--- src/sv/sfpmu_pkg.sv ---
package sfpmu_pkg;

    typedef enum logic [1:0] {
        ACT_WR_DATA = 2'd0,
        ACT_RD_DATA = 2'd1,
        ACT_WR_CMD  = 2'd2,
        ACT_RD_STAT = 2'd3
    } t_action;

    // classified operation
    typedef enum logic [3:0] {
        OP_NOP   = 4'd0,
        OP_ADD   = 4'd1,
        OP_SUB   = 4'd2,
        OP_MULL  = 4'd3,
        OP_MULH  = 4'd4,
        OP_DIV   = 4'd5,
        OP_CHS   = 4'd6,
        OP_FCHS  = 4'd7,
        OP_DUP   = 4'd8,
        OP_POP   = 4'd9,
        OP_XCH   = 4'd10,
        OP_PI    = 4'd11,
        OP_PUSH  = 4'd12,
        OP_RDD   = 4'd13,
        OP_RDS   = 4'd14
    } t_op;

    typedef struct packed {
        t_op        op;
        logic       wide;   // 32-bit operands
        logic       flt;    // float zero rule
        logic [7:0] data;
    } t_job;

    localparam logic [7:0] FL_CARRY = 8'h01;
    localparam logic [7:0] FL_OVER  = 8'h02;
    localparam logic [7:0] FL_DIV0  = 8'h10;
    localparam logic [7:0] FL_ZERO  = 8'h20;
    localparam logic [7:0] FL_SIGN  = 8'h40;

    localparam logic [7:0] PI_B0 = 8'hDA;
    localparam logic [7:0] PI_B1 = 8'h0F;
    localparam logic [7:0] PI_B2 = 8'hC9;
    localparam logic [7:0] PI_B3 = 8'h02;

    function automatic t_job classify(input logic [1:0] act, input logic [7:0] b);
        t_job       j;
        logic [6:0] c;
        c = b[6:0];
        j.op = OP_NOP;
        j.wide = ~c[6];
        j.flt = 1'b0;
        j.data = b;
        case (t_action'(act))
            ACT_WR_DATA: j.op = OP_PUSH;
            ACT_RD_DATA: j.op = OP_RDD;
            ACT_RD_STAT: j.op = OP_RDS;
            default: begin
                case (c)
                    7'h6C, 7'h2C: j.op = OP_ADD;
                    7'h6D, 7'h2D: j.op = OP_SUB;
                    7'h6E, 7'h2E: j.op = OP_MULL;
                    7'h76, 7'h36: j.op = OP_MULH;
                    7'h6F, 7'h2F: j.op = OP_DIV;
                    7'h74, 7'h34: j.op = OP_CHS;
                    7'h15:        j.op = OP_FCHS;
                    7'h77, 7'h37: j.op = OP_DUP;
                    7'h78, 7'h38: j.op = OP_POP;
                    7'h79, 7'h39: j.op = OP_XCH;
                    7'h17: begin j.op = OP_DUP; j.flt = 1'b1; end
                    7'h18: begin j.op = OP_POP; j.flt = 1'b1; end
                    7'h19: begin j.op = OP_XCH; j.flt = 1'b1; end
                    7'h1A:        j.op = OP_PI;
                    default:      j.op = OP_NOP;
                endcase
            end
        endcase
        return j;
    endfunction

endpackage

--- src/sv/sfpmu_front.sv ---
// Command front: classifies beats and queues them (2 entries).
module sfpmu_front (
    input  logic              i_clk,
    input  logic              i_rst_n,
    input  logic              i_start,
    input  logic [1:0]        i_action,
    input  logic [7:0]        i_bus_byte,
    output logic              o_busy,
    output logic              o_valid,
    output sfpmu_pkg::t_job   o_job,
    input  logic              i_take
);
    sfpmu_pkg::t_job r_q [2];
    logic            r_wp, r_rp;
    logic [1:0]      r_cnt;
    logic            acc;

    assign o_busy  = (r_cnt == 2'd2);
    assign acc     = i_start && !o_busy;
    assign o_valid = (r_cnt != 2'd0);
    assign o_job   = r_q[r_rp];

    always_ff @(posedge i_clk) begin
        if (acc) r_q[r_wp] <= sfpmu_pkg::classify(i_action, i_bus_byte);
        if (!i_rst_n) begin
            r_wp <= 1'b0; r_rp <= 1'b0; r_cnt <= 2'd0;
        end else begin
            if (acc) r_wp <= ~r_wp;
            if (i_take && o_valid) r_rp <= ~r_rp;
            r_cnt <= r_cnt + 2'(acc) - 2'(i_take && o_valid);
        end
    end

    a_no_over: assert property (@(posedge i_clk) disable iff (!i_rst_n)
        r_cnt != 2'd3) else $error("queue count out of range");
    a_take_valid: assert property (@(posedge i_clk) disable iff (!i_rst_n)
        (r_cnt == 2'd0) |-> !acc || o_busy == 1'b0) else $error("queue state");
    a_full_busy: assert property (@(posedge i_clk) disable iff (!i_rst_n)
        (r_cnt == 2'd2) |-> o_busy) else $error("full without busy");
endmodule

--- src/sv/sfpmu_div.sv ---
// Restoring divider on magnitudes, one quotient bit per cycle.
module sfpmu_div (
    input  logic        i_clk,
    input  logic        i_rst_n,
    input  logic        i_go,
    input  logic [31:0] i_num,
    input  logic [31:0] i_den,
    output logic        o_done,
    output logic [31:0] o_quo
);
    logic [31:0] r_q, r_d;
    logic [32:0] r_r;
    logic [5:0]  r_n;
    logic        r_run;
    logic [32:0] t;
    logic [32:0] sub;

    assign t      = {r_r[31:0], r_q[31]};
    assign sub    = t - {1'b0, r_d};
    assign o_quo  = r_q;
    assign o_done = r_run && (r_n == 6'd0);

    always_ff @(posedge i_clk) begin
        if (!i_rst_n) begin
            r_run <= 1'b0;
        end else if (i_go) begin
            r_run <= 1'b1; r_n <= 6'd32; r_q <= i_num; r_d <= i_den; r_r <= '0;
        end else if (r_run) begin
            if (r_n == 6'd0) begin
                r_run <= 1'b0;
            end else begin
                r_n <= r_n - 6'd1;
                if (!sub[32]) begin
                    r_r <= sub; r_q <= {r_q[30:0], 1'b1};
                end else begin
                    r_r <= t; r_q <= {r_q[30:0], 1'b0};
                end
            end
        end
    end
endmodule

--- src/sv/sfpmu_back.sv ---
// Execution back end: stack, flags, ALU sequencer.
module sfpmu_back #(
    parameter int STACK_BYTES = 16
) (
    input  logic             i_clk,
    input  logic             i_rst_n,
    input  logic             i_valid,
    input  sfpmu_pkg::t_job  i_job,
    output logic             o_take,
    output logic             o_strobe,
    output logic [7:0]       o_read_value
);
    localparam int PW = $clog2(STACK_BYTES);

    typedef enum logic [7:0] {
        S_IDLE = 8'b00000001,
        S_POPA = 8'b00000010,
        S_POPB = 8'b00000100,
        S_MUL  = 8'b00001000,
        S_DIV  = 8'b00010000,
        S_FIN  = 8'b00100000,
        S_PUSH = 8'b01000000,
        S_MOVE = 8'b10000000
    } t_state;

    t_state          r_st;
    logic [7:0]      r_stk [STACK_BYTES];
    logic [PW-1:0]   r_tp;
    logic [7:0]      r_fl;
    sfpmu_pkg::t_job r_job;
    logic [2:0]      r_k;
    logic [31:0]     r_a, r_b;
    logic [64:0]     r_res;     // exact signed result
    logic [31:0]     r_out;     // bytes to push
    logic [63:0]     r_p;
    logic [7:0]      r_mv [8];  // buffered bytes for dup/xch
    logic            r_strobe;
    logic [7:0]      r_rv;

    logic [2:0]  nb;
    logic [7:0]  top, below;
    logic [31:0] sa, sb;
    logic [31:0] ma, mb;
    logic        dv_go, dv_done;
    logic [31:0] dv_q;
    logic [7:0]  nfl;
    logic signed [63:0] p_lo;
    logic signed [64:0] p_acc, p_hi;

    assign nb    = r_job.wide ? 3'd4 : 3'd2;
    assign top   = r_stk[r_tp];
    assign below = r_stk[r_tp - PW'(1)];
    assign o_take = (r_st == S_IDLE) && i_valid;
    assign o_strobe = r_strobe;
    assign o_read_value = r_rv;

    // sign-extended operands
    assign sa = r_job.wide ? r_a : {{16{r_a[15]}}, r_a[15:0]};
    assign sb = r_job.wide ? r_b : {{16{r_b[15]}}, r_b[15:0]};
    assign ma = sa[31] ? -sa : sa;
    assign mb = sb[31] ? -sb : sb;

    // partial products: a times low half of b, a times signed high half of b
    assign p_lo  = $signed(sa) * $signed({1'b0, sb[15:0]});
    assign p_acc = $signed(r_p);
    assign p_hi  = $signed(sa) * $signed(sb[31:16]);

    sfpmu_div u_div (
        .i_clk(i_clk), .i_rst_n(i_rst_n), .i_go(dv_go),
        .i_num(mb), .i_den(ma), .o_done(dv_done), .o_quo(dv_q)
    );
    assign dv_go = (r_st == S_DIV) && (r_k == 3'd0);

    // exact result and flags
    always_comb begin
        logic signed [64:0] v;
        logic signed [64:0] rng, lim;
        v = $signed(r_res);
        rng = r_job.wide ? 65'sh1_0000_0000 : 65'sh1_0000;
        lim = r_job.wide ? 65'sh8000_0000 : 65'sh8000;
        nfl = 8'h00;
        if (v == 0) nfl = nfl | sfpmu_pkg::FL_ZERO;
        else if (v < 0) nfl = nfl | sfpmu_pkg::FL_SIGN;
        if (v >= rng || v < -rng) nfl = nfl | sfpmu_pkg::FL_OVER;
        if (r_job.op == sfpmu_pkg::OP_ADD || r_job.op == sfpmu_pkg::OP_SUB) begin
            if (v >= 2 * lim || v < -2 * lim)
                nfl = nfl | sfpmu_pkg::FL_OVER | sfpmu_pkg::FL_CARRY;
            else if (v >= lim || v < -lim)
                nfl = (nfl & ~sfpmu_pkg::FL_OVER) | sfpmu_pkg::FL_CARRY;
        end
    end

    always_ff @(posedge i_clk) begin
        logic [7:0] z;
        logic       ng;
        if (!i_rst_n) begin
            r_strobe <= 1'b0;
            r_st <= S_IDLE;
            r_tp <= '0;
            r_fl <= 8'h00;
            for (int i = 0; i < STACK_BYTES; i++) r_stk[i] <= 8'h00;
        end else begin
            r_strobe <= o_take && (i_job.op == sfpmu_pkg::OP_RDD ||
                                   i_job.op == sfpmu_pkg::OP_RDS);
            case (r_st)
                S_IDLE: if (i_valid) begin
                    r_job <= i_job;
                    r_k <= 3'd0;
                    r_a <= '0; r_b <= '0;
                    case (i_job.op)
                        sfpmu_pkg::OP_PUSH: begin
                            r_tp <= r_tp + PW'(1);
                            r_stk[r_tp + PW'(1)] <= i_job.data;
                        end
                        sfpmu_pkg::OP_RDD: begin
                            r_rv <= top; r_tp <= r_tp - PW'(1);
                        end
                        sfpmu_pkg::OP_RDS: r_rv <= r_fl;
                        sfpmu_pkg::OP_NOP: r_fl <= 8'h00;
                        sfpmu_pkg::OP_FCHS: begin
                            if (below[7]) begin
                                r_stk[r_tp] <= top ^ 8'h80;
                                r_fl <= top[7] ? 8'h00 : sfpmu_pkg::FL_SIGN;
                            end else r_fl <= sfpmu_pkg::FL_ZERO;
                        end
                        // pi is a float, so the job is already wide
                        sfpmu_pkg::OP_PI: begin
                            r_fl <= 8'h00; r_out <= {sfpmu_pkg::PI_B3, sfpmu_pkg::PI_B2,
                                                    sfpmu_pkg::PI_B1, sfpmu_pkg::PI_B0};
                            r_st <= S_PUSH;
                        end
                        sfpmu_pkg::OP_POP: begin
                            r_fl <= 8'h00;
                            r_tp <= r_tp - PW'(i_job.op == sfpmu_pkg::OP_POP &&
                                    (i_job.flt || i_job.wide) ? 4 : 2);
                            r_st <= S_FIN;
                        end
                        sfpmu_pkg::OP_DUP, sfpmu_pkg::OP_XCH: begin
                            r_fl <= 8'h00;
                            r_st <= S_MOVE;
                        end
                        default: begin r_fl <= 8'h00; r_st <= S_POPA; end
                    endcase
                end
                S_POPA: begin
                    r_a <= {r_a[23:0], top}; r_tp <= r_tp - PW'(1);
                    if (r_k == nb - 3'd1) begin
                        r_k <= 3'd0;
                        if (r_job.op == sfpmu_pkg::OP_CHS) begin
                            r_st <= S_FIN;
                        end else if (r_job.op == sfpmu_pkg::OP_DIV) begin
                            if ({r_a[23:0], top} == 32'd0 ||
                                (!r_job.wide && {r_a[7:0], top} == 16'd0)) begin
                                r_fl <= sfpmu_pkg::FL_DIV0; r_st <= S_IDLE;
                            end else r_st <= S_POPB;
                        end else r_st <= S_POPB;
                    end else r_k <= r_k + 3'd1;
                end
                S_POPB: begin
                    r_b <= {r_b[23:0], top}; r_tp <= r_tp - PW'(1);
                    if (r_k == nb - 3'd1) begin
                        r_k <= 3'd0;
                        r_st <= (r_job.op == sfpmu_pkg::OP_DIV) ? S_DIV :
                                (r_job.op == sfpmu_pkg::OP_MULL ||
                                 r_job.op == sfpmu_pkg::OP_MULH) ? S_MUL : S_FIN;
                    end else r_k <= r_k + 3'd1;
                end
                S_MUL: begin
                    // 32x32 split into two 16-bit-by-32 partials, low then high
                    if (r_k == 3'd0) begin
                        r_p <= p_lo;
                        r_k <= 3'd1;
                    end else begin
                        r_res <= p_acc + (p_hi <<< 16);
                        r_k <= 3'd2;
                    end
                    if (r_k == 3'd1) r_st <= S_FIN;
                end
                S_DIV: begin
                    if (dv_done && r_k == 3'd1) begin
                        r_res <= (sa[31] ^ sb[31]) ? -{33'd0, dv_q} : {33'd0, dv_q};
                        r_k <= 3'd0;
                        r_st <= S_FIN;
                    end else r_k <= 3'd1;
                end
                S_FIN: begin
                    if (r_job.op == sfpmu_pkg::OP_POP) begin
                        z = top | below;
                        if (r_job.wide || r_job.flt)
                            z = z | r_stk[r_tp - PW'(2)] | r_stk[r_tp - PW'(3)];
                        r_fl <= {1'b0, top[7], r_job.flt ? !below[7] : (z == 8'h00),
                                 5'd0};
                        r_st <= S_IDLE;
                    end else if ((r_job.op == sfpmu_pkg::OP_ADD ||
                                  r_job.op == sfpmu_pkg::OP_SUB ||
                                  r_job.op == sfpmu_pkg::OP_CHS) && r_k == 3'd0) begin
                        // first pass forms the exact sum, difference or negation, second pass flags it
                        r_res <= (r_job.op == sfpmu_pkg::OP_ADD) ?
                                     65'($signed(sb)) + 65'($signed(sa)) :
                                 (r_job.op == sfpmu_pkg::OP_SUB) ?
                                     65'($signed(sb)) - 65'($signed(sa)) :
                                     -65'($signed(sa));
                        r_k <= 3'd1;
                    end else begin
                        if (r_job.op == sfpmu_pkg::OP_MULH) begin
                            r_out <= r_job.wide ? r_res[63:32]
                                                : {r_res[31:16], r_res[31:16]};
                            ng = r_job.wide ? r_res[63] : r_res[31];
                            r_fl <= {1'b0, ng, (r_job.wide ? r_res[63:32] == 32'd0 :
                                     r_res[31:16] == 16'd0), 5'd0};
                        end else begin
                            r_out <= r_res[31:0];
                            r_fl <= nfl;
                        end
                        r_k <= 3'd0;
                        r_st <= S_PUSH;
                    end
                end
                S_PUSH: begin
                    r_tp <= r_tp + PW'(1);
                    r_stk[r_tp + PW'(1)] <= r_out[7:0];
                    r_out <= {8'h00, r_out[31:8]};
                    if (r_k == nb - 3'd1) r_st <= S_IDLE;
                    else r_k <= r_k + 3'd1;
                end
                S_MOVE: begin
                    // phase 0..n-1 reads 2n bytes, then writes
                    if (r_k < 3'(2) * 3'(0) + nb && !r_a[0]) begin
                        r_mv[r_k] <= r_stk[r_tp - PW'(r_k)];
                        r_mv[r_k + nb] <= r_stk[r_tp - PW'(r_k + nb)];
                        if (r_k == nb - 3'd1) begin r_a[0] <= 1'b1; r_k <= 3'd0; end
                        else r_k <= r_k + 3'd1;
                    end else begin
                        if (r_job.op == sfpmu_pkg::OP_DUP)
                            r_stk[r_tp + PW'(nb) - PW'(r_k)] <= r_mv[r_k];
                        else begin
                            r_stk[r_tp - PW'(r_k)] <= r_mv[r_k + nb];
                            r_stk[r_tp - PW'(r_k + nb)] <= r_mv[r_k];
                        end
                        if (r_k == nb - 3'd1) begin
                            if (r_job.op == sfpmu_pkg::OP_DUP) r_tp <= r_tp + PW'(nb);
                            r_job.op <= sfpmu_pkg::OP_POP;
                            r_st <= S_FIN;
                        end else r_k <= r_k + 3'd1;
                    end
                end
                default: r_st <= S_IDLE;
            endcase
        end
    end

    a_take_idle: assert property (@(posedge i_clk) disable iff (!i_rst_n)
        o_take |-> r_st == S_IDLE) else $error("take outside idle");
    a_strobe_src: assert property (@(posedge i_clk) disable iff (!i_rst_n)
        o_strobe |-> $past(o_take)) else $error("strobe without job");
    a_onehot: assert property (@(posedge i_clk) disable iff (!i_rst_n)
        $onehot(r_st)) else $error("state not one-hot");
endmodule

--- src/sv/stack_fixed_point_math_unit.sv ---
// Stack fixed-point math unit.
// Channel in: start with i_action/i_bus_byte, taken when busy is low.
//   action 0 pushes a byte, 1 pops a byte, 2 runs a command, 3 reads status.
// Channel out: o_strobe marks one cycle carrying o_read_value (pop or status).
//   The receiver cannot stall; every read beat yields one strobe.
// Structure: a front queue (2 beats) classifies beats; the back end owns the
//   operand stack, flags, a two-pass multiplier and a 32-step divider.
// Read path: a read beat is written into the front queue, taken by the back
//   end once it is idle, and its strobe is registered from that take.
//   Push, read and nop finish in the idle state; arithmetic pops operands
//   byte by byte, computes and pushes the result; dup/exchange use a buffer.
// Throughput: one beat in flight in the back end; busy rises once both queue
//   entries wait behind a long command.
// Reset (i_rst_n low, synchronous): stack zero, pointer zero, flags zero,
//   queue empty.
module stack_fixed_point_math_unit #(
    parameter int STACK_BYTES = 16
) (
    input  logic       i_clk,
    input  logic       i_rst_n,
    input  logic       start,
    output logic       busy,
    input  logic [1:0] i_action,
    input  logic [7:0] i_bus_byte,
    output logic       o_strobe,
    output logic [7:0] o_read_value
);
    logic            q_valid, q_take;
    sfpmu_pkg::t_job q_job;

    sfpmu_front u_front (
        .i_clk(i_clk), .i_rst_n(i_rst_n), .i_start(start),
        .i_action(i_action), .i_bus_byte(i_bus_byte), .o_busy(busy),
        .o_valid(q_valid), .o_job(q_job), .i_take(q_take)
    );

    sfpmu_back #(.STACK_BYTES(STACK_BYTES)) u_back (
        .i_clk(i_clk), .i_rst_n(i_rst_n), .i_valid(q_valid), .i_job(q_job),
        .o_take(q_take), .o_strobe(o_strobe), .o_read_value(o_read_value)
    );
endmodule

--- config.mk ---
export PLATFORM = sky130hd
export DESIGN_NAME = stack_fixed_point_math_unit
export DESIGN_NICKNAME = d
export VERILOG_FILES = /design/src/sv/sfpmu_pkg.sv /design/src/sv/sfpmu_front.sv /design/src/sv/sfpmu_div.sv /design/src/sv/sfpmu_back.sv /design/src/sv/stack_fixed_point_math_unit.sv
export SDC_FILE = /design/constraint.sdc
export NUM_CORES = 2
export LEC_CHECK = 0
export BUFFER_PORTS_ARGS = -buffer_cell sky130_fd_sc_hd__clkbuf_2
export CORE_MARGIN = 3
export CORE_UTILIZATION = 40
export CTS_CLUSTER_DIAMETER = 200
export CTS_CLUSTER_SIZE = 12
export DETAILED_ROUTE_END_ITERATION = 7
export PLACE_DENSITY = 0.65
export SYNTH_ARGS = -nofsm -noshare
export SYNTH_HDL_FRONTEND = slang
export SYNTH_SLANG_ARGS = --single-unit
export TNS_END_PERCENT = 20
--- constraint.sdc ---
create_clock -name i_clk -period 11.9 [get_ports i_clk]
set_input_delay 1.19 -clock i_clk [delete_from_list [all_inputs] [get_ports i_clk]]
set_output_delay 1.19 -clock i_clk [all_outputs]
set_load 0.005 [all_outputs]
======== Word-level counts from Yosys, hierarchy flattened ========
Memories as Yosys holds them, arrays and structs flattened. A register that Yosys moved wholly into a read port is not among the register bits.
Index checks and enable logic that the tools add are counted.
word-level totals
  register bits ........................... 363
  memory bits (writable) .................. 220
  output and inout bits ................... 10
  logic and storage cells ................. 392
  bits of input ports ..................... 13
  memories ................................ 3
memory list
  name          words  width  rd ports  clocked after Yosys merged registers in  write ports  RTL line           source
  u_back.r_stk  16     8      6         1                                        16           sfpmu_back.sv:27   logic [7:0] r_stk [STACK_BYTES];
  u_back.r_mv   8      8      2         1                                        2            sfpmu_back.sv:36   logic [7:0] r_mv [8];
  u_front.r_q   2      14     1         1                                        1            sfpmu_front.sv:13  sfpmu_pkg::t_job r_q [2];
operators by class
  bitwise gates (word level) .............. 9
  multiplexer cells ....................... 161
  eq/ne operators ......................... 75
  magnitude comparators ................... 8
  multiply operators ...................... 2
  reductions and logical operators ........ 82
  add/sub/neg operators ................... 27
operator list
  cell                                                                    number
  32-bit two-way mux                                                      17
  65-bit two-way mux                                                      7
  8-bit two-way mux                                                       30
  65-bit greater-or-equal comparator                                      3
  65-bit < comparator                                                     3
  65-bit one-hot mux with 3 select lines                                  1
  32-bit negator with 65-bit output                                       2
  65-bit negator                                                          2
  32-bit one-hot mux with 3 select lines                                  1
  49-bit by 64-bit adder with 65-bit output                               1
  65-bit zero test                                                        1
  65-bit by 1-bit < comparator with 1-bit output (second input constant)  1
  32-bit zero test                                                        2
  32-bit negator                                                          2
  64-bit negator                                                          1
  32-bit one-hot mux with 2 select lines                                  1
  8-bit one-hot mux with 8 select lines                                   1
  7-bit by 6-bit equality test with 1-bit output (second input constant)  9
  7-bit equality test (second input constant)                             9
  31-bit one-hot mux with 2 select lines                                  1
  4-bit two-way mux                                                       14
  1-bit two-way mux                                                       52
  32-bit by 17-bit multiplier with 49-bit output                          1
  32-bit by 16-bit multiplier with 48-bit output                          1
  other kinds (82)                                                        201

======== Depth between registers and ports, before layout ========
An unclocked memory read counts as a cell.
  depth in word-level cells ............... 13
  depth in mapped cells ................... 44
  gate-level depth less buffers ........... 39

======== Modules after synthesis ========
From an unflattened synthesis, not the netlist that was laid out.
second synthesis, totals
  cells, all modules ...................... 8535
  area, all modules ....................... 78371.4 sq um
modules (own cells, without submodules)
  module       seq. area each (sq um)  cells an instance  times used  area each (sq um)
  sfpmu_back   13082.5                 7862               1           70754.1
  sfpmu_div    3083.0                  565                1           6090.8
  sfpmu_front  940.9                   108                1           1526.5

======== Worst setup path before layout ========
No wires, ideal clock.
  path type ............................... flip-flop to flip-flop
  start point ............................. register u_back.r_job[9] (netlist name)
  end point ............................... register u_back.r_res[63], data pin
  clock period less this slack ............ 10453 ps
  setup slack ............................. 1447 ps
  cell stages (with the launch flop) ...... 41
  required time ........................... 11629 ps
  setup time .............................. 271 ps
  data arrival time ....................... 10182 ps
  buffers on the path ..................... 7
  path through ............................ edfxtp_1 buf_2 clkbuf_1 clkbuf_1 clkbuf_1 a21oi_1 inv_1 clkbuf_1 buf_1 nand2_1 fa_1 fa_1 inv_1 fa_1 fa_1 fa_1 inv_1 fa_1 (+5 left out) nand2_1 a21oi_1 o41ai_1 o41a_1 o21ai_0 o21ai_0 xor2_1 ha_1 clkbuf_1 a21o_1 a21o_1 a21oi_1 o21ai_0 a21oi_1 nor2_1 a311oi_1 xor2_1 o221ai_1
on the way
  cells in the longest elaborated chain, start to end .. 7
  elaborated cells on any way between the ends .. 16
  classes of those cells .................. add/sub (4); mul (1); mux (10); bitwise (1)
RTL lines
  item                                                                               RTL line           source
  start, declared                                                                    sfpmu_back.sv:30   sfpmu_pkg::t_job r_job;
  start signal, assigned                                                             sfpmu_back.sv:107  r_job <= i_job;
  branches (longest 6 deep; another with 49-bit by 64-bit adder with 65-bit output)  n/a
  65-bit one-hot mux with 3 select lines *                                           sfpmu_back.sv:105  case (r_st)
  end signal, assigned                                                               sfpmu_back.sv:174  r_res <= p_acc + (p_hi <<< 16);
  end signal, assigned                                                               sfpmu_back.sv:181  r_res <= (sa[31] ^ sb[31]) ? -{33'd0, dv_q} : {33'd0, dv_q};
  end signal, assigned                                                               sfpmu_back.sv:198  r_res <= (r_job.op == sfpmu_pkg::OP_ADD) ?
  end, declared                                                                      sfpmu_back.sv:33   logic [64:0] r_res;
Mark *: on every way between the ends. The select of a mux whose other input is x is not followed.
A chain may end at the register's enable or synchronous reset.

======== Worst setup path in the final report ========
Ends and elaborated chain as after synthesis.

==> results.yml <==
placed_design:
  globalplace.congestion: 1.034
  pre_cts_slack_ns: 1.039
  placement.io_buffers: 22
  dp.final_hpwl_mm: 205.5
setup_path:
  timing.critical_path.from_type: "register"
  setup.worst_path.class: "register to register"
  cp-end-kind: "register"
  rrSetupSlack_ns: 0.73
  timing.critical_path.slowest_stage_cell: "buf_4"
  r2r.worst_path.cells: 36
  timing.critical_path.arrival_ns: 11.51
  timing.rr.end: "u_back.r_res[63]"
  cp.depth: 36
  critical_path.reg2reg.startpoint: "u_back.r_job[9]"
  crit_buf_inv: 7
  crit_path_frequent_cell: "fa_1"
  crit_path_start: "u_back.r_job[9]"
  critical-path-max-stage-delay_ns: 0.64
  path_max_fanout: 50
  timing.critical_path.required_ns: 12.24
  critical_path.top_delay_family: "adder cells"
  worst_setup_path_endpoint: "u_back.r_res[63]"
worst_hold_path:
  hold_path.class: "register to register"
  holdCritStartpoint: "u_back.r_fl[6]"
yosys:
  post_synth_instance_area_mm2: 0.07737
  yosys_warnings: 0
  synth.avg_cell_area_um2: 9.143
  synth_top_cells_by_area: "fa_1, edfxtp_1, ha_1"
  fraction_of_synthesis_flops_using_an_asynchronous_set_or_reset_pin_pct: 0
  mappedNetlistNets: 9893
  synth_top_area_cell: "fa_1"
  synth_edf_count: 549
  synth_sequential_area_ratio_pct: 22.11
  yosys.area.top_type_share_pct: 25.49
  synthDistinctLibCells: 106
  synthesis.instances: 8462
  ys_seq_elements: 580
  ys_dominant_reg_cell: "edfxtp_1"
timing:
  clock-skew-final_ns: 0.07150
  setup_tns_ns: 0
  fmaxAchievable_mhz: 89.56
  post-route-worst-setup-slack_ns: 0.7343
  rsz0062_at_grt: "false"
  period_share_pct: 93.83
  finalSetupViolCount: 0
  hold_viol_final: 0
  timing_worst_slew_pin_value_ns: 1.323
  timing.final.crit_period_ns: 11.17
  finalMaxSlewViolations: 0
  maxSlewHeadroom_pct: 11.80
  timing.hold.ws_ns: 0.4633
floorplanning:
  design.core.area_mm2: 0.1912
  floorplan.initialDensity_pct: 40.47
  io_pins: 23
  die-area_mm2: 0.1987
  die-width_um: 445.8
  die_y_um: 445.8
  floorplan.rows: 160
cts:
  depth_of_the_cts_h_tree: 2
  clock_input_transition_at_the_sequential_cells_of_the_worst_setup_and_hold_paths_ns: 0.08
  post_cts.resized_instances: 0
  holdBufCountCts: 0
  cts.repair_timing.setup_buffer_count: 0
  cts_max_path_buffers: 3
  cts_tree: "built"
  tritoncts.num_buffers: 54
  numClockSinks: 580
  cts.root.buffer_cell: "clkbuf_16"
  insertion_delay_of_the_later_clocked_pin_in_the_worst_skew_pair_ns: 0.70
global_routing:
  first_global_vias: 64990
  grt_max_degree: 87
  grt_antenna_before_repair: 10
  grt_usage_pct: 27.06
  grt_pass1_wl_mm: 408.9
  congestion_overflow_gr: 0
route:
  drt_pass1_iterations: 8
  num_vias: 64090
  route.antenna.remaining_nets: 0
  totalWireLength_mm: 269.4
  post_drt_wl_per_cell_um: 24.93
  dr.first_iter.drc_count: 7867
  via_per_inst: 5.930
  number_of_remaining_drc_errors: 0
layout:
  layout.cells.most_common: "inv_1"
  design.final.nets: 9696
  drive_above_1_share_pct: 6.463
  most-common-layout-cells: "inv_1, nand2_1, fa_1"
  num-fill-cells: 18350
  synthToLayoutAreaGrowth_pct: 5.966
outcome:
  status: "completed"
job:
  drv.max_cap_violation_count: 0
synth_stat cells, types with 36 or more instances:
cell type	number
a211oi_1	58
a21o_1	103
a21oi_1	408
a31oi_1	49
and2_1	203
buf_1	36
clkbuf_1	403
edfxtp_1	549
fa_1	985
ha_1	433
inv_1	1277
mux2i_1	95
mux4_2	140
nand2_1	1131
nand2b_1	51
nand3_1	84
nand4_1	57
nor2_1	712
nor2b_1	48
nor3_1	115
nor4_1	55
o211ai_1	38
o21ai_0	362
o31ai_1	152
xnor2_1	200
xor2_1	107
sequential cells by signal, indices dropped and copies added, names as in the netlist, 8 cells and up, named ones only:
register and flops:
u_back.r_stk 128, u_back.r_res 65, u_back.r_mv 64, u_back.r_p 49, u_back.r_a 32, u_back.r_b 32, u_back.r_out 32, u_back.u_div.o_quo 32
u_back.u_div.r_d 32, u_back.u_div.r_r 32, u_front.r_q 28, u_back.o_read_value 8, u_back.r_st 8
worst min path at each step:
stage               cells past startpoint  slack (ns)        endpoint
global route                            2        0.49  u_back.r_fl[1]
detailed placement                      2        0.46  u_back.r_fl[6]
CTS                                     2        0.47  u_back.r_fl[6]
floorplan                               2        0.43  u_back.r_fl[0]
finish                                  2        0.46  u_back.r_fl[6]
global placement                        2        0.44  u_back.r_fl[6]
area by class of cell:
type                    instances  area [µm²]  share of cell area (%)
multi-input cells            6110       53740                   65.55
flip-flops and latches        580       17110                   20.87
inverters                    1299        4876                   5.948
well taps                    2511        3142                   3.832
repair buffers                220        1597                   1.947
clock buffers                  81        1474                   1.798
clock inverters                 3       37.54                 0.04579
diodes                          3       7.507                0.009157
per-layer routing:
layer / share of wire, % / global-route usage (%) / up-vias
li1: - / - / 27670
met1: 40 / 36.86 / 31920
met2: 43 / 40.51 / 3717
met3: 12 / 7.034 / 785
met4: 5.4 / 11.99 / 2
met5: 0.0048 / 0 / -
kinds of logic after synthesis:
| kind of cell | count (synthesis) | synth area share, % |
|---|---|---|
| fa+ha+maj | 1418 | 32.49 |
| mux | 257 | 5.625 |
| compound gates | 1486 | 12.17 |
| flops | 580 | 22.11 |
| buf+inv | 1772 | 8.694 |
| simple gates | 2641 | 15.41 |
| xor+xnor | 308 | 3.497 |
through the flow:
stage,area [µm²],util (%),instances
after global placement,80460,42.09,10720
after global routing,81970,42.88,10800
after CTS,81970,42.88,10800
after floorplan,77370,-,8462
after detailed placement,80460,42.09,10720
final,81980,42.88,10810
worst reg2reg max path, delay by kind of cell, from the launching register on:
family,cells,cell delay (ns)
buf+inv,7,1.62
xor+xnor,2,0.42
simple gates,4,0.45
flops,1,0.35
compound gates,15,3.93
fa+ha+maj,8,4.04
Power is not shown: default switching activity piles up to over one toggle a cycle in this logic, so the estimate is an artifact.
